--- config.mk ---
export PLATFORM = sky130hd
export DESIGN_NAME = stopwatch_with_alarms_top
export DESIGN_NICKNAME = d
export VERILOG_FILES = /design/src/design/swa_pkg.sv /design/src/design/swa_timer.sv /design/src/design/swa_alarms.sv /design/src/design/stopwatch_with_alarms_top.sv
export SDC_FILE = /design/constraint.sdc
export NUM_CORES = 1
export LEC_CHECK = 0
export BUFFER_PORTS_ARGS = -buffer_cell sky130_fd_sc_hd__buf_2
export CAP_MARGIN = 20
export CORE_MARGIN = 10
export CORE_UTILIZATION = 50
export DETAILED_ROUTE_END_ITERATION = 8
export PLACE_DENSITY = 0.75
export SKIP_CTS_REPAIR_TIMING = 1
export SLEW_MARGIN = 20
export SYNTH_ARGS = -nofsm -noshare
export SYNTH_HDL_FRONTEND = slang
export SYNTH_SLANG_ARGS = --single-unit
--- constraint.sdc ---
create_clock -name clk -period 3.23 [get_ports clk]
set_clock_uncertainty 0.2 [all_clocks]
set_input_delay 0.4845 -clock clk [delete_from_list [all_inputs] [get_ports clk]]
set_output_delay 0.4845 -clock clk [all_outputs]
set_load 0.05 [all_outputs]
--- src/design/swa_pkg.sv ---
// shared types and constants for the stopwatch with alarms
// no dependencies; imported by every module of the block
package swa_pkg;

	// field widths
	localparam int unsigned CMD_W     = 3;
	localparam int unsigned ALARM_W   = 31;
	localparam int unsigned MS_W      = 32;
	localparam int unsigned HOURS_W   = 11;
	localparam int unsigned MIN_W     = 6;
	localparam int unsigned SEC_W     = 6;
	localparam int unsigned SUBMS_W   = 10;
	localparam int unsigned FIRED_W   = 4;

	// time unit limits
	localparam int unsigned MS_PER_SEC  = 1000;
	localparam int unsigned SEC_PER_MIN = 60;
	localparam int unsigned MIN_PER_HR  = 60;

	// default alarm table depth
	localparam int unsigned ALARM_SLOTS_DEF = 4;

	// command codes
	typedef enum logic [CMD_W-1:0] {
		CMD_TICK   = 3'd0,
		CMD_START  = 3'd1,
		CMD_STOP   = 3'd2,
		CMD_PAUSE  = 3'd3,
		CMD_RESUME = 3'd4,
		CMD_RESET  = 3'd5,
		CMD_ARM    = 3'd6
	} cmd_t;

	// command word
	typedef struct packed {
		logic [CMD_W-1:0]   command;
		logic [ALARM_W-1:0] alarm_ms;
	} in_word_t;

	// result word
	typedef struct packed {
		logic [MS_W-1:0]    elapsed_ms;
		logic [HOURS_W-1:0] hours;
		logic [MIN_W-1:0]   minutes;
		logic [SEC_W-1:0]   seconds;
		logic               is_running;
		logic               is_paused;
		logic [FIRED_W-1:0] alarms_fired;
		logic               arm_rejected;
	} out_word_t;

	// timer controls
	typedef struct packed {
		logic clear;
		logic incr;
	} tmr_ctl_t;

	// alarm table controls
	typedef struct packed {
		logic clear;
		logic arm;
	} alm_ctl_t;

endpackage

--- src/design/swa_timer.sv ---
// millisecond counter with an incrementally kept hours / minutes / seconds split
// depends on swa_pkg
module swa_timer (
	input  logic                      clk,
	input  logic                      arst_n,
	input  swa_pkg::tmr_ctl_t         ctl,
	output logic [swa_pkg::MS_W-1:0]    ms,
	output logic [swa_pkg::HOURS_W-1:0] hours,
	output logic [swa_pkg::MIN_W-1:0]   minutes,
	output logic [swa_pkg::SEC_W-1:0]   seconds
);
	import swa_pkg::*;

	logic [MS_W-1:0]    ms_q;
	logic [SUBMS_W-1:0] subms_q;
	logic [SEC_W-1:0]   sec_q;
	logic [MIN_W-1:0]   min_q;
	logic [HOURS_W-1:0] hr_q;
	logic               step;
	logic               sec_wrap;
	logic               min_wrap;
	logic               hr_wrap;

	// count saturates at all ones, the split follows only real steps
	assign step     = ctl.incr && (ms_q != '1);
	assign sec_wrap = (subms_q == SUBMS_W'(MS_PER_SEC - 1));
	assign min_wrap = sec_wrap && (sec_q == SEC_W'(SEC_PER_MIN - 1));
	assign hr_wrap  = min_wrap && (min_q == MIN_W'(MIN_PER_HR - 1));

	// counter chain
	always_ff @(posedge clk or negedge arst_n) begin
		if (!arst_n) begin
			ms_q    <= '0;
			subms_q <= '0;
			sec_q   <= '0;
			min_q   <= '0;
			hr_q    <= '0;
		end else if (ctl.clear) begin
			ms_q    <= '0;
			subms_q <= '0;
			sec_q   <= '0;
			min_q   <= '0;
			hr_q    <= '0;
		end else if (step) begin
			ms_q    <= ms_q + MS_W'(1);
			subms_q <= sec_wrap ? '0 : subms_q + SUBMS_W'(1);
			if (sec_wrap) begin
				sec_q <= min_wrap ? '0 : sec_q + SEC_W'(1);
			end
			if (min_wrap) begin
				min_q <= hr_wrap ? '0 : min_q + MIN_W'(1);
			end
			if (hr_wrap) begin
				hr_q <= hr_q + HOURS_W'(1);
			end
		end
	end

	assign ms      = ms_q;
	assign hours   = hr_q;
	assign minutes = min_q;
	assign seconds = sec_q;

endmodule

--- src/design/swa_alarms.sv ---
// alarm threshold table with parallel compare against the running count
// depends on swa_pkg
module swa_alarms #(
	parameter int unsigned ALARM_SLOTS = swa_pkg::ALARM_SLOTS_DEF
) (
	input  logic                         clk,
	input  logic                         arst_n,
	input  swa_pkg::alm_ctl_t            ctl,
	input  logic [swa_pkg::ALARM_W-1:0]  alarm_ms,
	input  logic [swa_pkg::MS_W-1:0]     ms,
	output logic [swa_pkg::FIRED_W-1:0]  fired,
	output logic                         full
);
	import swa_pkg::*;

	localparam int unsigned CNT_W = $clog2(ALARM_SLOTS + 1);
	localparam int unsigned IDX_W = (ALARM_SLOTS > 1) ? $clog2(ALARM_SLOTS) : 1;

	logic [ALARM_W-1:0] thr_q [ALARM_SLOTS];
	logic [CNT_W-1:0]   count_q;

	assign full = (count_q == CNT_W'(ALARM_SLOTS));

	// fill count, cleared by reset command
	always_ff @(posedge clk or negedge arst_n) begin
		if (!arst_n) begin
			count_q <= '0;
		end else if (ctl.clear) begin
			count_q <= '0;
		end else if (ctl.arm && !full) begin
			count_q <= count_q + CNT_W'(1);
		end
	end

	// threshold storage, entries past the fill count are never looked at
	always_ff @(posedge clk) begin
		if (ctl.arm && !full && !ctl.clear) begin
			thr_q[count_q[IDX_W-1:0]] <= alarm_ms;
		end
	end

	// one comparator per slot, slots beyond the reported mask are dropped
	for (genvar i = 0; i < FIRED_W; i++) begin : g_fire
		if (i < ALARM_SLOTS) begin : g_slot
			assign fired[i] = (CNT_W'(i) < count_q) && (ms >= {1'b0, thr_q[i]});
		end else begin : g_none
			assign fired[i] = 1'b0;
		end
	end

endmodule

--- src/design/stopwatch_with_alarms_top.sv ---
// stopwatch with alarms: a command passes the input register, then the result register
// throughput one command word per cycle, stalls only while the result is held
// state is kept as counters, so the time split needs no divider
// arst_n clears flags, count, time split, alarm fill count and both valid bits
// alarm threshold entries are not cleared; only filled entries are compared
module stopwatch_with_alarms_top #(
	parameter int unsigned ALARM_SLOTS = swa_pkg::ALARM_SLOTS_DEF
) (
	input  logic               clk,
	input  logic               arst_n,
	input  logic               cmd_valid,
	output logic               cmd_stall,
	input  swa_pkg::in_word_t  cmd_word,
	output logic               res_valid,
	input  logic               res_stall,
	output swa_pkg::out_word_t res_word
);
	import swa_pkg::*;

	typedef enum logic [1:0] {
		ST_IDLE,
		ST_RUN,
		ST_PAUSE
	} state_t;

	state_t             state_q;
	state_t             state_nxt;
	logic               valid_s1;
	cmd_t               cmd_s1;
	logic [ALARM_W-1:0] alarm_s1;
	logic               res_valid_q;
	logic [FIRED_W-1:0] fired_q;
	logic               rejected_q;
	logic [FIRED_W-1:0] fired_nxt;
	logic               rejected_nxt;
	logic               fire;
	logic               accept;
	tmr_ctl_t           tctl;
	alm_ctl_t           actl;
	logic [MS_W-1:0]    ms;
	logic [HOURS_W-1:0] hours;
	logic [MIN_W-1:0]   minutes;
	logic [SEC_W-1:0]   seconds;
	logic [FIRED_W-1:0] fired;
	logic               full;

	// handshake: the held word moves on when the result slot is free
	assign fire      = valid_s1 && (!res_valid_q || !res_stall);
	assign cmd_stall = valid_s1 && !fire;
	assign accept    = cmd_valid && !cmd_stall;

	// input register
	always_ff @(posedge clk or negedge arst_n) begin
		if (!arst_n) begin
			valid_s1 <= 1'b0;
		end else if (accept) begin
			valid_s1 <= 1'b1;
		end else if (fire) begin
			valid_s1 <= 1'b0;
		end
	end

	always_ff @(posedge clk) begin
		if (accept) begin
			cmd_s1   <= cmd_t'(cmd_word.command);
			alarm_s1 <= cmd_word.alarm_ms;
		end
	end

	// command decode
	always_comb begin
		state_nxt    = state_q;
		tctl         = '0;
		actl         = '0;
		fired_nxt    = '0;
		rejected_nxt = 1'b0;
		if (fire) begin
			case (cmd_s1)
				CMD_TICK: begin
					tctl.incr = (state_q == ST_RUN);
				end
				CMD_START: begin
					if (state_q == ST_IDLE) begin
						tctl.clear = 1'b1;
						state_nxt  = ST_RUN;
					end
				end
				CMD_STOP: begin
					if (state_q == ST_RUN) begin
						state_nxt = ST_IDLE;
						fired_nxt = fired;
					end
				end
				CMD_PAUSE: begin
					if (state_q == ST_RUN) begin
						state_nxt = ST_PAUSE;
					end
				end
				CMD_RESUME: begin
					if (state_q == ST_PAUSE) begin
						state_nxt = ST_RUN;
					end
				end
				CMD_RESET: begin
					tctl.clear = 1'b1;
					actl.clear = 1'b1;
					state_nxt  = ST_IDLE;
				end
				CMD_ARM: begin
					if (full) begin
						rejected_nxt = 1'b1;
					end else begin
						actl.arm = 1'b1;
					end
				end
				default: begin
				end
			endcase
		end
	end

	// run state and result flags
	always_ff @(posedge clk or negedge arst_n) begin
		if (!arst_n) begin
			state_q     <= ST_IDLE;
			res_valid_q <= 1'b0;
			fired_q     <= '0;
			rejected_q  <= 1'b0;
		end else begin
			if (fire) begin
				state_q     <= state_nxt;
				res_valid_q <= 1'b1;
				fired_q     <= fired_nxt;
				rejected_q  <= rejected_nxt;
			end else if (!res_stall) begin
				res_valid_q <= 1'b0;
			end
		end
	end

	swa_timer u_timer (
		.clk     (clk),
		.arst_n  (arst_n),
		.ctl     (tctl),
		.ms      (ms),
		.hours   (hours),
		.minutes (minutes),
		.seconds (seconds)
	);

	swa_alarms #(
		.ALARM_SLOTS (ALARM_SLOTS)
	) u_alarms (
		.clk      (clk),
		.arst_n   (arst_n),
		.ctl      (actl),
		.alarm_ms (alarm_s1),
		.ms       (ms),
		.fired    (fired),
		.full     (full)
	);

	// result word comes straight from state, which only moves with a new result
	assign res_valid               = res_valid_q;
	assign res_word.elapsed_ms     = ms;
	assign res_word.hours          = hours;
	assign res_word.minutes        = minutes;
	assign res_word.seconds        = seconds;
	assign res_word.is_running     = (state_q != ST_IDLE);
	assign res_word.is_paused      = (state_q == ST_PAUSE);
	assign res_word.alarms_fired   = fired_q;
	assign res_word.arm_rejected   = rejected_q;

`ifndef SYNTHESIS
	// input side stalls only because a result is held
	a_stall_cause: assert property (@(posedge clk) disable iff (!arst_n)
		cmd_stall |-> (res_valid_q && res_stall))
		else $error("command stall without held result");

	// a tick never lowers the count
	a_tick_mono: assert property (@(posedge clk) disable iff (!arst_n)
		(fire && (cmd_s1 == CMD_TICK)) |=> (ms >= $past(ms)))
		else $error("tick decreased count");

	// time split stays in range
	a_split_range: assert property (@(posedge clk) disable iff (!arst_n)
		res_valid |-> ((res_word.minutes < MIN_W'(MIN_PER_HR))
			&& (res_word.seconds < SEC_W'(SEC_PER_MIN))))
		else $error("time split out of range");

	// a reject and a fired mask never come from the same command
	a_excl_flags: assert property (@(posedge clk) disable iff (!arst_n)
		res_valid |-> !(res_word.arm_rejected && (res_word.alarms_fired != '0)))
		else $error("reject and fired mask together");
`endif

endmodule

==> impl_metrics.csv, run 1 <==
group,metric,value,unit
run_status,status,"finished clean",
critical_path,path_cells,"inv_1 > ha_1 > nand2b_1 > a21oi_1 > o21ai_0 > a2111oi_0 > o221ai_1 > a221o_1",
timing,fin_crit_sh,0.920,
finish,mostFrequentLayoutCells,"edfxtp_1, ha_1, inv_1",
finish,nFillCells,1917,
finish,seq_area,6670,µm²
global_route,track_usage,0.171,
clock_network,clock-sinks,235,
critical_path,crit_path_end_kind,"register",
critical_path,critPathLaunchType,"register",
critical_path,worst-path-buf-inv,1,
finish,num_antenna_cells,0,
pwr,combPwrFrac,0.057,
critical_path,setup.worst_path.class,"register to register",
pwr,peakVddDrop,488,µV
timing,slew_viol_final,0,
clock_network,htree_levels,1,
critical_path,slowest_stage,"a2111oi_0",
detailed_routing,remaining_drc_errors,0,
clock_network,cts_tree,"built",
finish,multiInputGateArea,4730,µm²
job,drv_cap,0,
detailed_routing,route.vias.total,8372,
timing,worst_pin_slew,0.988,ns
logic_synthesis,synth.avg_cell_area,11.6,µm²
timing,hold_viol,0,
pwr,swShare,0.222,
global_route,grt-ovfl-total,0,
clock_network,cts_made_buffers,26,
logic_synthesis,synthArstFlopShare,0.328,
logic_synthesis,synth_ff_type,"edfxtp_1",
critical_path,worstPathMaxFanout,6,
timing,tns,0,ns
finish,nets,1375,
floorplan,dieArea,30500,µm²
detailed_routing,wirelength,26700,µm
critical_path,critPathArrivalTime,3.18,ns
logic_synthesis,synth_seq_cells,235,
hold_path,hold_path_class,"input port to register",
placed_design,dpl.hpwl,19000,µm
clock_network,clk_latency,0.53,ns
global_route,antenna_found_initial,0,
critical_path,crit_family,"compound AO/OA/AOI/OAI gates",
timing,timing.fmax,0.336,GHz
floorplan,pin_count,102,
logic_synthesis,ys_seq_area_frac,0.557,
pwr,power.internal,5220,µW
clock_network,clk_pin_slew,0.06,ns
detailed_routing,drt_iter0_markers,584,
critical_path,r2r_slack,0.26,ns
global_route,grt_start_max_net_pins,78,
pwr,clkPwrFrac,0.438,
floorplan,rows,56,
detailed_routing,firstDrtPassIters,5,
detailed_routing,routed_via_density,5.43,
clock_network,cts_max_path_buffers,3,
critical_path,worstPathRequired,3.44,ns
timing,post-route-min-period,2.97,ns
floorplan,dieWidth,175,µm
critical_path,cpPeakStageDelay,0.73,ns
logic_synthesis,synth_area,12000,µm²
logic_synthesis,ys_warn_count,0,
placed_design,place_congestion,0.854,
timing,hold_ws,0.0328,ns
logic_synthesis,syn_inst,1030,
placed_design,place_inst,1459,
placed_design,io_buffers,101,
finish,layoutNonFillerInstCount,1543,
finish,drive_gt1_frac,0.149,
floorplan,initial_utilization,0.509,
pwr,p_leak,0.00663,µW
pwr,pwr-share-seq,0.505,
global_route,grt_first_pass_wirelength,43000,µm
timing,setup_viol_count_final,0,
finish,layout_commonest_cell,"edfxtp_1",
pwr,p_per_area,471,nW/µm²
floorplan,die_y,175,µm
detailed_routing,wl_per_cell,17.3,µm
finish,area.growth.synth_to_final,18.8,%
pwr,p_switching,1490,µW
logic_synthesis,syn_nets,1201,
floorplan,coreArea,23500,µm²
global_route,grt_pass1_vias,8370,
detailed_routing,ant_nets,0,
clock_network,clockRootBuffer,"clkbuf_16",
timing,rsz0062_at_grt,"no",
logic_synthesis,synth_cell_types,64,
logic_synthesis,synth_edf_count,158,
timing,slew_headroom,0.342,
-- final timing paths --
path / endpoint / depth (start not counted) / startpoint
max: fired_q[0]$_DFFE_PN0P_ / 8 / u_timer.ms[0]$_DFFE_PN0P_
min: res_valid$_DFFE_PN0P_ / 3 / res_stall
max reg2reg: fired_q[0]$_DFFE_PN0P_ / 8 / u_timer.ms[0]$_DFFE_PN0P_
min reg2reg: u_alarms.thr_q[0][12]$_DFFE_PP_ / 0 / alarm_s1[12]$_DFFE_PP_
max in group asynchronous: u_timer.ms[30]$_DFFE_PN0P_ / 2 / arst_n
min in group asynchronous: u_timer.seconds[2]$_DFFE_PN0P_ / 2 / arst_n
-- cell usage after synthesis (4+ instances only) --
cell type  count  area [µm²]
a211oi_1      13        97.6
a21o_1        20         150
a21oi_1       67         335
a41oi_1        5        43.8
and2_1         9        56.3
and3_1        12        75.1
and4_1         6        52.6
clkbuf_1      10        37.5
dfrtp_1       77        1930
edfxtp_1     158        4740
ha_1         133        1660
inv_1        130         488
nand2_1       62         233
nand2b_1       7        43.8
nand3_1       37         185
nand4_1       32         200
nor2_1        72         270
nor2b_1        4        25.0
nor3_1        12        60.1
nor3b_1        4        30.0
nor4_1         7        43.8
o211ai_1       4        30.0
o21ai_0       40         200
or3_1         13        81.3
or4_1          5        37.5
xnor2_1       20         175
xor2_1        17         149
-- logic make-up (layout without fill, tap and decap cells) --
logic type / count (synthesis) / in the layout / share of synthesized area
AND/OR/NAND/NOR: 298 / 298 / 0.133
flip-flops: 235 / 235 / 0.557
AO/OA/AOI/OAI: 179 / 179 / 0.0958
buffers and inverters: 147 / 341 / 0.0478
adder cells (fa/ha/maj): 133 / 133 / 0.139
XOR/XNOR: 37 / 37 / 0.0271
multiplexers: 1 / 1 / 0.000836
-- registers in the layout (all words and copies together) (netlist names) --
signal / count
u_timer.hours: 11
valid_s1: 1
fired_q: 4
u_timer.ms: 32
state_q: 2
alarm_s1: 31
res_valid: 1
u_alarms.thr_q: 124
u_alarms.count_q: 3
u_timer.seconds: 6
cmd_s1: 3
u_timer.subms_q: 10
u_timer.minutes: 6
rejected_q: 1
-- tightest hold or removal path, delay by kind of cell --
kind / cells / cell delay [ns]
buffers and inverters: 1 / 0.10
AND/OR/NAND/NOR: 2 / 0.14
-- routing by layer --
metal,vias to the layer above,global-route usage,share of wire
met5,-,0,0
met1,4043,0.221,0.45
li1,4090,-,-
met2,194,0.286,0.48
met3,45,0.0330,0.055
met4,0,0.0459,0.022
-- power groups by stage --
stage               registers (µW)  clock network (µW)  logic, µW
finish                        3390                2940        380
floorplan                     3440                   0        199
CTS                           3390                3000        350
global placement              3440                   0        337
detailed placement            3450                   0        347
global route                  3400                3130        422
-- metrics by stage --
step	setup slack (ns)	total power [µW]	instance area (µm²)	utilization
CTS	0.208	6740	13900	0.589
global placement	0.333	3780	13000	0.553
detailed placement	0.232	3790	13000	0.553
floorplan	0.343	3640	12000	-
global route	0.108	6950	14200	0.604
finish	0.257	6710	14200	0.604
-- final cells by class --
type                    instances  area share
repair buffers                163      0.0757
flip-flops and latches        235       0.469
clock inverters                 6     0.00422
inverters                     130      0.0343
clock buffers                  42      0.0559
well taps                     319      0.0281
multi-input cells             648       0.333
Power figures use the tool's default switching activity.
==> run 2: changes to the inputs <==
Settings changed: ABC_AREA set to 1, CTS_CLUSTER_SIZE set to 25, PLACE_DENSITY 0.75 to 0.74.
==> run 2 against run 1 <==
The run now ends with negative hold slack left. Clock-buffer cell count shrank 3. Sequential power grew 9.7%. Die area grew 6.5%. Combinational power grew to 4.2 times the previous value. Non-clock buffer count shrank 16. Fmax grew 4.6%. Critical endpoint is now u_timer.hours[5]$_DFFE_PN0P_.
==> impl_metrics.csv, run 2 <==
group,metric,value,unit
pwr,pwr-share-seq,0.465,
global_route,grt_start_max_net_pins,78,
detailed_routing,wirelength,30200,µm
global_route,grtUsageMet3,0.0400,
finish,drive_gt1_frac,0.114,
timing,rsz0062_at_grt,"no",
logic_synthesis,synth_area_leader_cell,"edfxtp_1",
placed_design,pre_cts_slack,0.459,ns
clock_network,cts_made_buffers,25,
clock_network,clockRootBuffer,"clkbuf_16",
global_route,grt_pass1_vias,9570,
critical_path,worstPathMaxFanout,34,
timing,slew_viol_final,0,
critical_path,critPathLaunchType,"register",
detailed_routing,drt_iter0_markers,818,
finish,seq_area,6670,µm²
job,drv_cap,0,
global_route,grt_first_pass_wirelength,48600,µm
clock_network,clk_pin_slew,0.06,ns
global_route,antenna_found_initial,0,
critical_path,critPathArrivalTime,3.01,ns
logic_synthesis,synthArstFlopShare,0.328,
timing,tns,0,ns
finish,area.growth.synth_to_final,15.8,%
floorplan,coreArea,25300,µm²
logic_synthesis,syn_inst,1380,
logic_synthesis,synth_seq_cells,235,
timing,worst_pin_slew,0.640,ns
logic_synthesis,synth_area_leaders,"edfxtp_1, dfrtp_1, ha_1",
floorplan,initial_utilization,0.509,
finish,nets,1709,
timing,post-route-min-period,2.84,ns
detailed_routing,routed_via_density,5.21,
detailed_routing,route.vias.total,9826,
global_route,grt.busiest_layer,"met2",
floorplan,pin_count,102,
hold_path,min_path_cells,3,
pwr,combPwrFrac,0.199,
logic_synthesis,yosysTopAreaCellShare,0.369,
logic_synthesis,synth_cell_types,37,
logic_synthesis,synth.avg_cell_area,9.32,µm²
finish,mostFrequentLayoutCells,"nand2_1, inv_1, edfxtp_1",
placed_design,dpl.hpwl,22100,µm
global_route,track_usage,0.179,
finish,num_antenna_cells,0,
logic_synthesis,synth_area,12900,µm²
logic_synthesis,synth_edf_count,158,
detailed_routing,wl_per_cell,16.0,µm
timing,slew_headroom,0.570,
detailed_routing,remaining_drc_errors,0,
critical_path,setup.worst_path.class,"register to register",
timing,hold_ws,-0.00944,ns
placed_design,place_congestion,0.978,
timing,timing.fmax,0.352,GHz
critical_path,crit_path_end_kind,"register",
critical_path,r2r_slack,0.39,ns
run_status,status,"finished, violations left",
global_route,grt_util_met1,0.219,
clock_network,clock-sinks,235,
clock_network,cts_tree,"built",
logic_synthesis,synth_ff_type,"edfxtp_1",
logic_synthesis,ys_seq_area_frac,0.519,
finish,largest_reg_flops,124,
floorplan,dieWidth,180,µm
pwr,clkPwrFrac,0.336,
pwr,power.internal,5500,µW
critical_path,worstPathRequired,3.40,ns
timing,fin_crit_sh,0.880,
finish,layout_commonest_cell,"nand2_1",
placed_design,io_buffers,101,
clock_network,clk_latency,0.53,ns
detailed_routing,firstDrtPassIters,6,
clock_network,cts_max_path_buffers,3,
logic_synthesis,synth_common_cells,"nand2_1, inv_1, edfxtp_1",
pwr,swShare,0.313,
floorplan,die_y,180,µm
pwr,p_leak,0.00719,µW
timing,setup_viol_count_final,0,
finish,multiInputGateArea,5220,µm²
run_status,violations,"negative hold slack",
critical_path,reg2regPathDepth,10,
floorplan,dieArea,32500,µm²
finish,nFillCells,2126,
pwr,peakVddDrop,471,µV
logic_synthesis,ys_warn_count,0,
timing,hold_viol,1,
clock_network,htree_levels,1,
pwr,p_switching,2500,µW
timing,setup_ws,0.388,ns
logic_synthesis,syn_nets,1551,
hold_path,hold_path_class,"input port to register",
global_route,grt-ovfl-total,0,
pwr,p_per_area,537,nW/µm²
floorplan,rows,58,
global_route,grt.met2_usage,0.309,
logic_synthesis,yosysMostFrequentCell,"nand2_1",
detailed_routing,ant_nets,0,
run 2: path summary, 6_finish.rpt:
kind,to,startpoint
worst max-delay path,u_timer.hours[5]$_DFFE_PN0P_,u_timer.ms[1]$_DFFE_PN0P_
worst min-delay path,valid_s1$_DFFE_PN0P_,cmd_valid
worst max register to register,u_timer.hours[5]$_DFFE_PN0P_,u_timer.ms[1]$_DFFE_PN0P_
worst min register to register,u_alarms.thr_q[0][19]$_DFFE_PP_,alarm_s1[19]$_DFFE_PP_
max in group asynchronous,u_timer.ms[17]$_DFFE_PN0P_,arst_n
min in group asynchronous,u_timer.seconds[5]$_DFFE_PN0P_,arst_n
run 2: cell type report:
cell class              count  share of cell area
clock inverters             5             0.00336
well taps                 330              0.0277
repair buffers            147              0.0645
clock buffers              39              0.0475
flip-flops and latches    235               0.448
multi-input cells         896               0.350
inverters                 233              0.0587
run 2: per-stage QoR:
| stage | hold slack [ns] | total power [µW] | util | instances | area [µm²] |
|---|---|---|---|---|---|
| CTS | -0.0817 | 8010 | 0.575 | 1849 | 14500 |
| global route | 0.00237 | 8420 | 0.590 | 1885 | 14900 |
| floorplan | -0.0111 | 4810 | - | 1380 | 12900 |
| detailed placement | 0.284 | 5320 | 0.545 | 1805 | 13800 |
| finish | -0.00944 | 7990 | 0.590 | 1885 | 14900 |
| global placement | 0.277 | 5260 | 0.545 | 1805 | 13800 |
run 2: cell families (layout without fill, tap and decap cells):
logic type	after synthesis	in the layout	synth area share
AO/OA/AOI/OAI	151	151	0.0631
XOR/XNOR	21	21	0.0143
adder cells (fa/ha/maj)	133	133	0.129
buffers and inverters	249	424	0.0764
flip-flops	235	235	0.519
AND/OR/NAND/NOR	591	591	0.198
run 2: worst max-delay path, cell delays in order, from the launching register on:
cell and delay (ns):
dfrtp_1 0.53, ha_1 0.41, inv_2 0.12, nor2_4 0.18, nand2_2 0.10, nor2_4 0.13, nand2_2 0.09, nand2_4 0.12
nand2_4 0.26, nand2_2 0.40, o21ai_0 0.15
run 2: power by group through the flow:
stage / Clock (µW) / Combinational, µW / Sequential [µW]
final: 2690 / 1590 / 3720
after global routing: 2860 / 1800 / 3750
after CTS: 2740 / 1560 / 3710
after detailed placement: 0 / 1550 / 3770
after global placement: 0 / 1500 / 3750
after floorplan: 0 / 830 / 3980
run 2: per-layer routing:
metal | share of wire | routed length [µm] | vias up
met2 | 0.48 | 14400 | 297
met3 | 0.069 | 2090 | 61
met1 | 0.43 | 12900 | 4597
met5 | 0 | 0 | -
met4 | 0.027 | 828 | 0
li1 | - | - | 4871
==> run 3: changes to the inputs <==
Settings changed: RECOVER_POWER set to 100.
==> run 3 against run 2 <==
The flow still finishes with violations (negative hold slack). Design area down 0.76%. Cell count is the same. Power shrank 0.50%. Core utilization fell by 0.45 points. Critical path depth rose by 2. Critical path type unchanged. First-iteration DRC count is 3.5% lower. Clock power about the same. Non-clock buffer count is the same. Largest cell class unchanged. Combinational power down 3%. Fmax shrank 1.4%. Sequential power hardly changed.
==> impl_metrics.csv, run 3 (synthesis gave the netlist of run 2 again) <==
group,metric,value,unit
run_status,status,"finished, violations left",
timing,fin_crit_sh,0.892,
clock_network,clk_latency,0.52,ns
pwr,p_leak,0.00690,µW
placed_design,dpl.hpwl,22100,µm
pwr,combPwrFrac,0.195,
detailed_routing,remaining_drc_errors,0,
detailed_routing,ant_nets,0,
critical_path,worstPathMaxFanout,34,
critical_path,cp_common_cell,"nand2_1",
timing,slew_viol_final,0,
finish,area.growth.synth_to_final,14.9,%
placed_design,place_congestion,0.978,
critical_path,critPathLaunchType,"register",
finish,drive_gt1_frac,0.0688,
detailed_routing,routed_via_density,5.22,
floorplan,initial_utilization,0.509,
finish,mostFrequentLayoutCells,"nand2_1, inv_1, edfxtp_1",
critical_path,crit_path_end_kind,"register",
critical_path,crit_family,"simple AND/OR/NAND/NOR gates",
clock_network,htree_levels,1,
global_route,track_usage,0.179,
global_route,grt_pass1_vias,9570,
hold_path,whs_endpoint,"valid_s1$_DFFE_PN0P_",
clock_network,cts_max_path_buffers,3,
global_route,grt-ovfl-total,0,
clock_network,clock-sinks,235,
timing,post-route-min-period,2.88,ns
critical_path,reg2reg_to,"u_timer.minutes[3]$_DFFE_PN0P_",
pwr,pwr-share-seq,0.468,
finish,layout_commonest_cell,"nand2_1",
pwr,swShare,0.313,
clock_network,clockRootBuffer,"clkbuf_16",
timing,rsz0062_at_grt,"no",
floorplan,pin_count,102,
pwr,peakVddDrop,472,µV
critical_path,worstPathRequired,3.44,ns
hold_path,holdCritStartpoint,"cmd_valid",
critical_path,setup.worst_path.class,"register to register",
clock_network,clk_pin_slew,0.06,ns
finish,num_antenna_cells,0,
hold_path,hold_path_class,"input port to register",
detailed_routing,firstDrtPassIters,6,
run_status,violations,"negative hold slack",
detailed_routing,wirelength,30200,µm
pwr,p_per_area,538,nW/µm²
timing,setup_ws,0.348,ns
critical_path,critPathArrivalTime,3.09,ns
pwr,clkPwrFrac,0.337,
detailed_routing,wl_per_cell,16.0,µm
floorplan,coreArea,25300,µm²
job,drv_cap,0,
timing,worst_pin_slew,1.27,ns
clock_network,cts_made_buffers,25,
global_route,grt_first_pass_wirelength,48600,µm
floorplan,die_y,180,µm
critical_path,reg2regPathDepth,12,
timing,hold_viol,1,
placed_design,pre_cts_slack,0.459,ns
critical_path,slowest_stage,"dfrtp_1",
critical_path,worst-path-buf-inv,2,
finish,largest_reg_flops,124,
timing,slew_headroom,0.153,
timing,timing.fmax,0.347,GHz
clock_network,cts_tree,"built",
pwr,p_switching,2490,µW
hold_path,min_path_cells,3,
global_route,antenna_found_initial,0,
floorplan,dieArea,32500,µm²
placed_design,io_buffers,101,
floorplan,dieWidth,180,µm
timing,tns,0,ns
critical_path,path_cells,"ha_1 > inv_1 > nor2_4 > nand2_2 > nor2_4 > nand2_2 > nand2_4 > nand2_4 > nand2_1 > inv_1 > nand2_1 > nand2_1",
timing,setup_viol_count_final,0,
global_route,grt_start_max_net_pins,78,
pwr,power.internal,5470,µW
critical_path,rr_startpoint,"u_timer.ms[1]$_DFFE_PN0P_",
critical_path,cpPeakStageDelay,0.53,ns
critical_path,r2r_slack,0.35,ns
timing,hold_ws,-0.00490,ns
finish,nets,1709,
detailed_routing,drt_iter0_markers,789,
detailed_routing,route.vias.total,9835,
floorplan,rows,58,
-- run 3: changes by cell type in the layout (fill, tap and decap cells not counted), sizes merged --
cell / before / now
buf: 112 / 41
clkbuf: 39 / 110
-- run 3: worst max-delay path by stage --
stage                                     end  slack, ns                 startpoint  cells past startpoint
6_report       u_timer.minutes[3]$_DFFE_PN0P_       0.35  u_timer.ms[1]$_DFFE_PN0P_                     12
5_1_grt        u_timer.minutes[5]$_DFFE_PN0P_       0.12  u_timer.ms[1]$_DFFE_PN0P_                     12
4_1_cts          u_timer.hours[5]$_DFFE_PN0P_       0.43  u_timer.ms[1]$_DFFE_PN0P_                     10
3_5_place_dp     u_timer.hours[5]$_DFFE_PN0P_       0.46  u_timer.ms[1]$_DFFE_PN0P_                     10
3_3_place_gp     u_timer.hours[4]$_DFFE_PN0P_       0.55  u_timer.ms[1]$_DFFE_PN0P_                     10
2_1_floorplan  u_alarms.thr_q[3][0]$_DFFE_PP_       0.09      res_valid$_DFFE_PN0P_                      5
-- run 3: worst min-delay path, stage by stage --
cell     delay, ns
buf_2         0.08
nand2_1       0.05
nand2_1       0.06
-- run 3: per-stage QoR --
stage          total power (µW)  area, µm²  cells   util
2_1_floorplan              4810      12900   1380      -
3_3_place_gp               5260      13800   1805  0.545
3_5_place_dp               5320      13800   1805  0.545
4_1_cts                    8010      14500   1849  0.575
5_1_grt                    8390      14800   1885  0.585
6_report                   7950      14800   1885  0.585
-- run 3: metal layers --
metal | vias up | share of wire | GRT usage
met3 | 57 | 0.073 | 0.0400
li1 | 4866 | - | -
met1 | 4606 | 0.42 | 0.219
met5 | - | 0 | 0
met2 | 306 | 0.48 | 0.309
met4 | 0 | 0.026 | 0.0561
-- run 3: layout make-up --
| class | instances | area [µm²] |
|---|---|---|
| clock inverter | 5 | 50.0 |
| timing repair buffer | 147 | 861 |
| sequential | 235 | 6670 |
| fill | 2170 | 10500 |
| tap | 330 | 413 |
| multi-input combinational | 896 | 5200 |
| inverter | 233 | 875 |
| clock buffer | 39 | 708 |
-- run 3: power groups by stage --
stage	Clock (µW)	Combinational (µW)	Sequential [µW]
2_1_floorplan	0	830	3980
3_3_place_gp	0	1500	3750
3_5_place_dp	0	1550	3770
4_1_cts	2740	1560	3710
5_1_grt	2860	1770	3760
6_report	2680	1550	3720
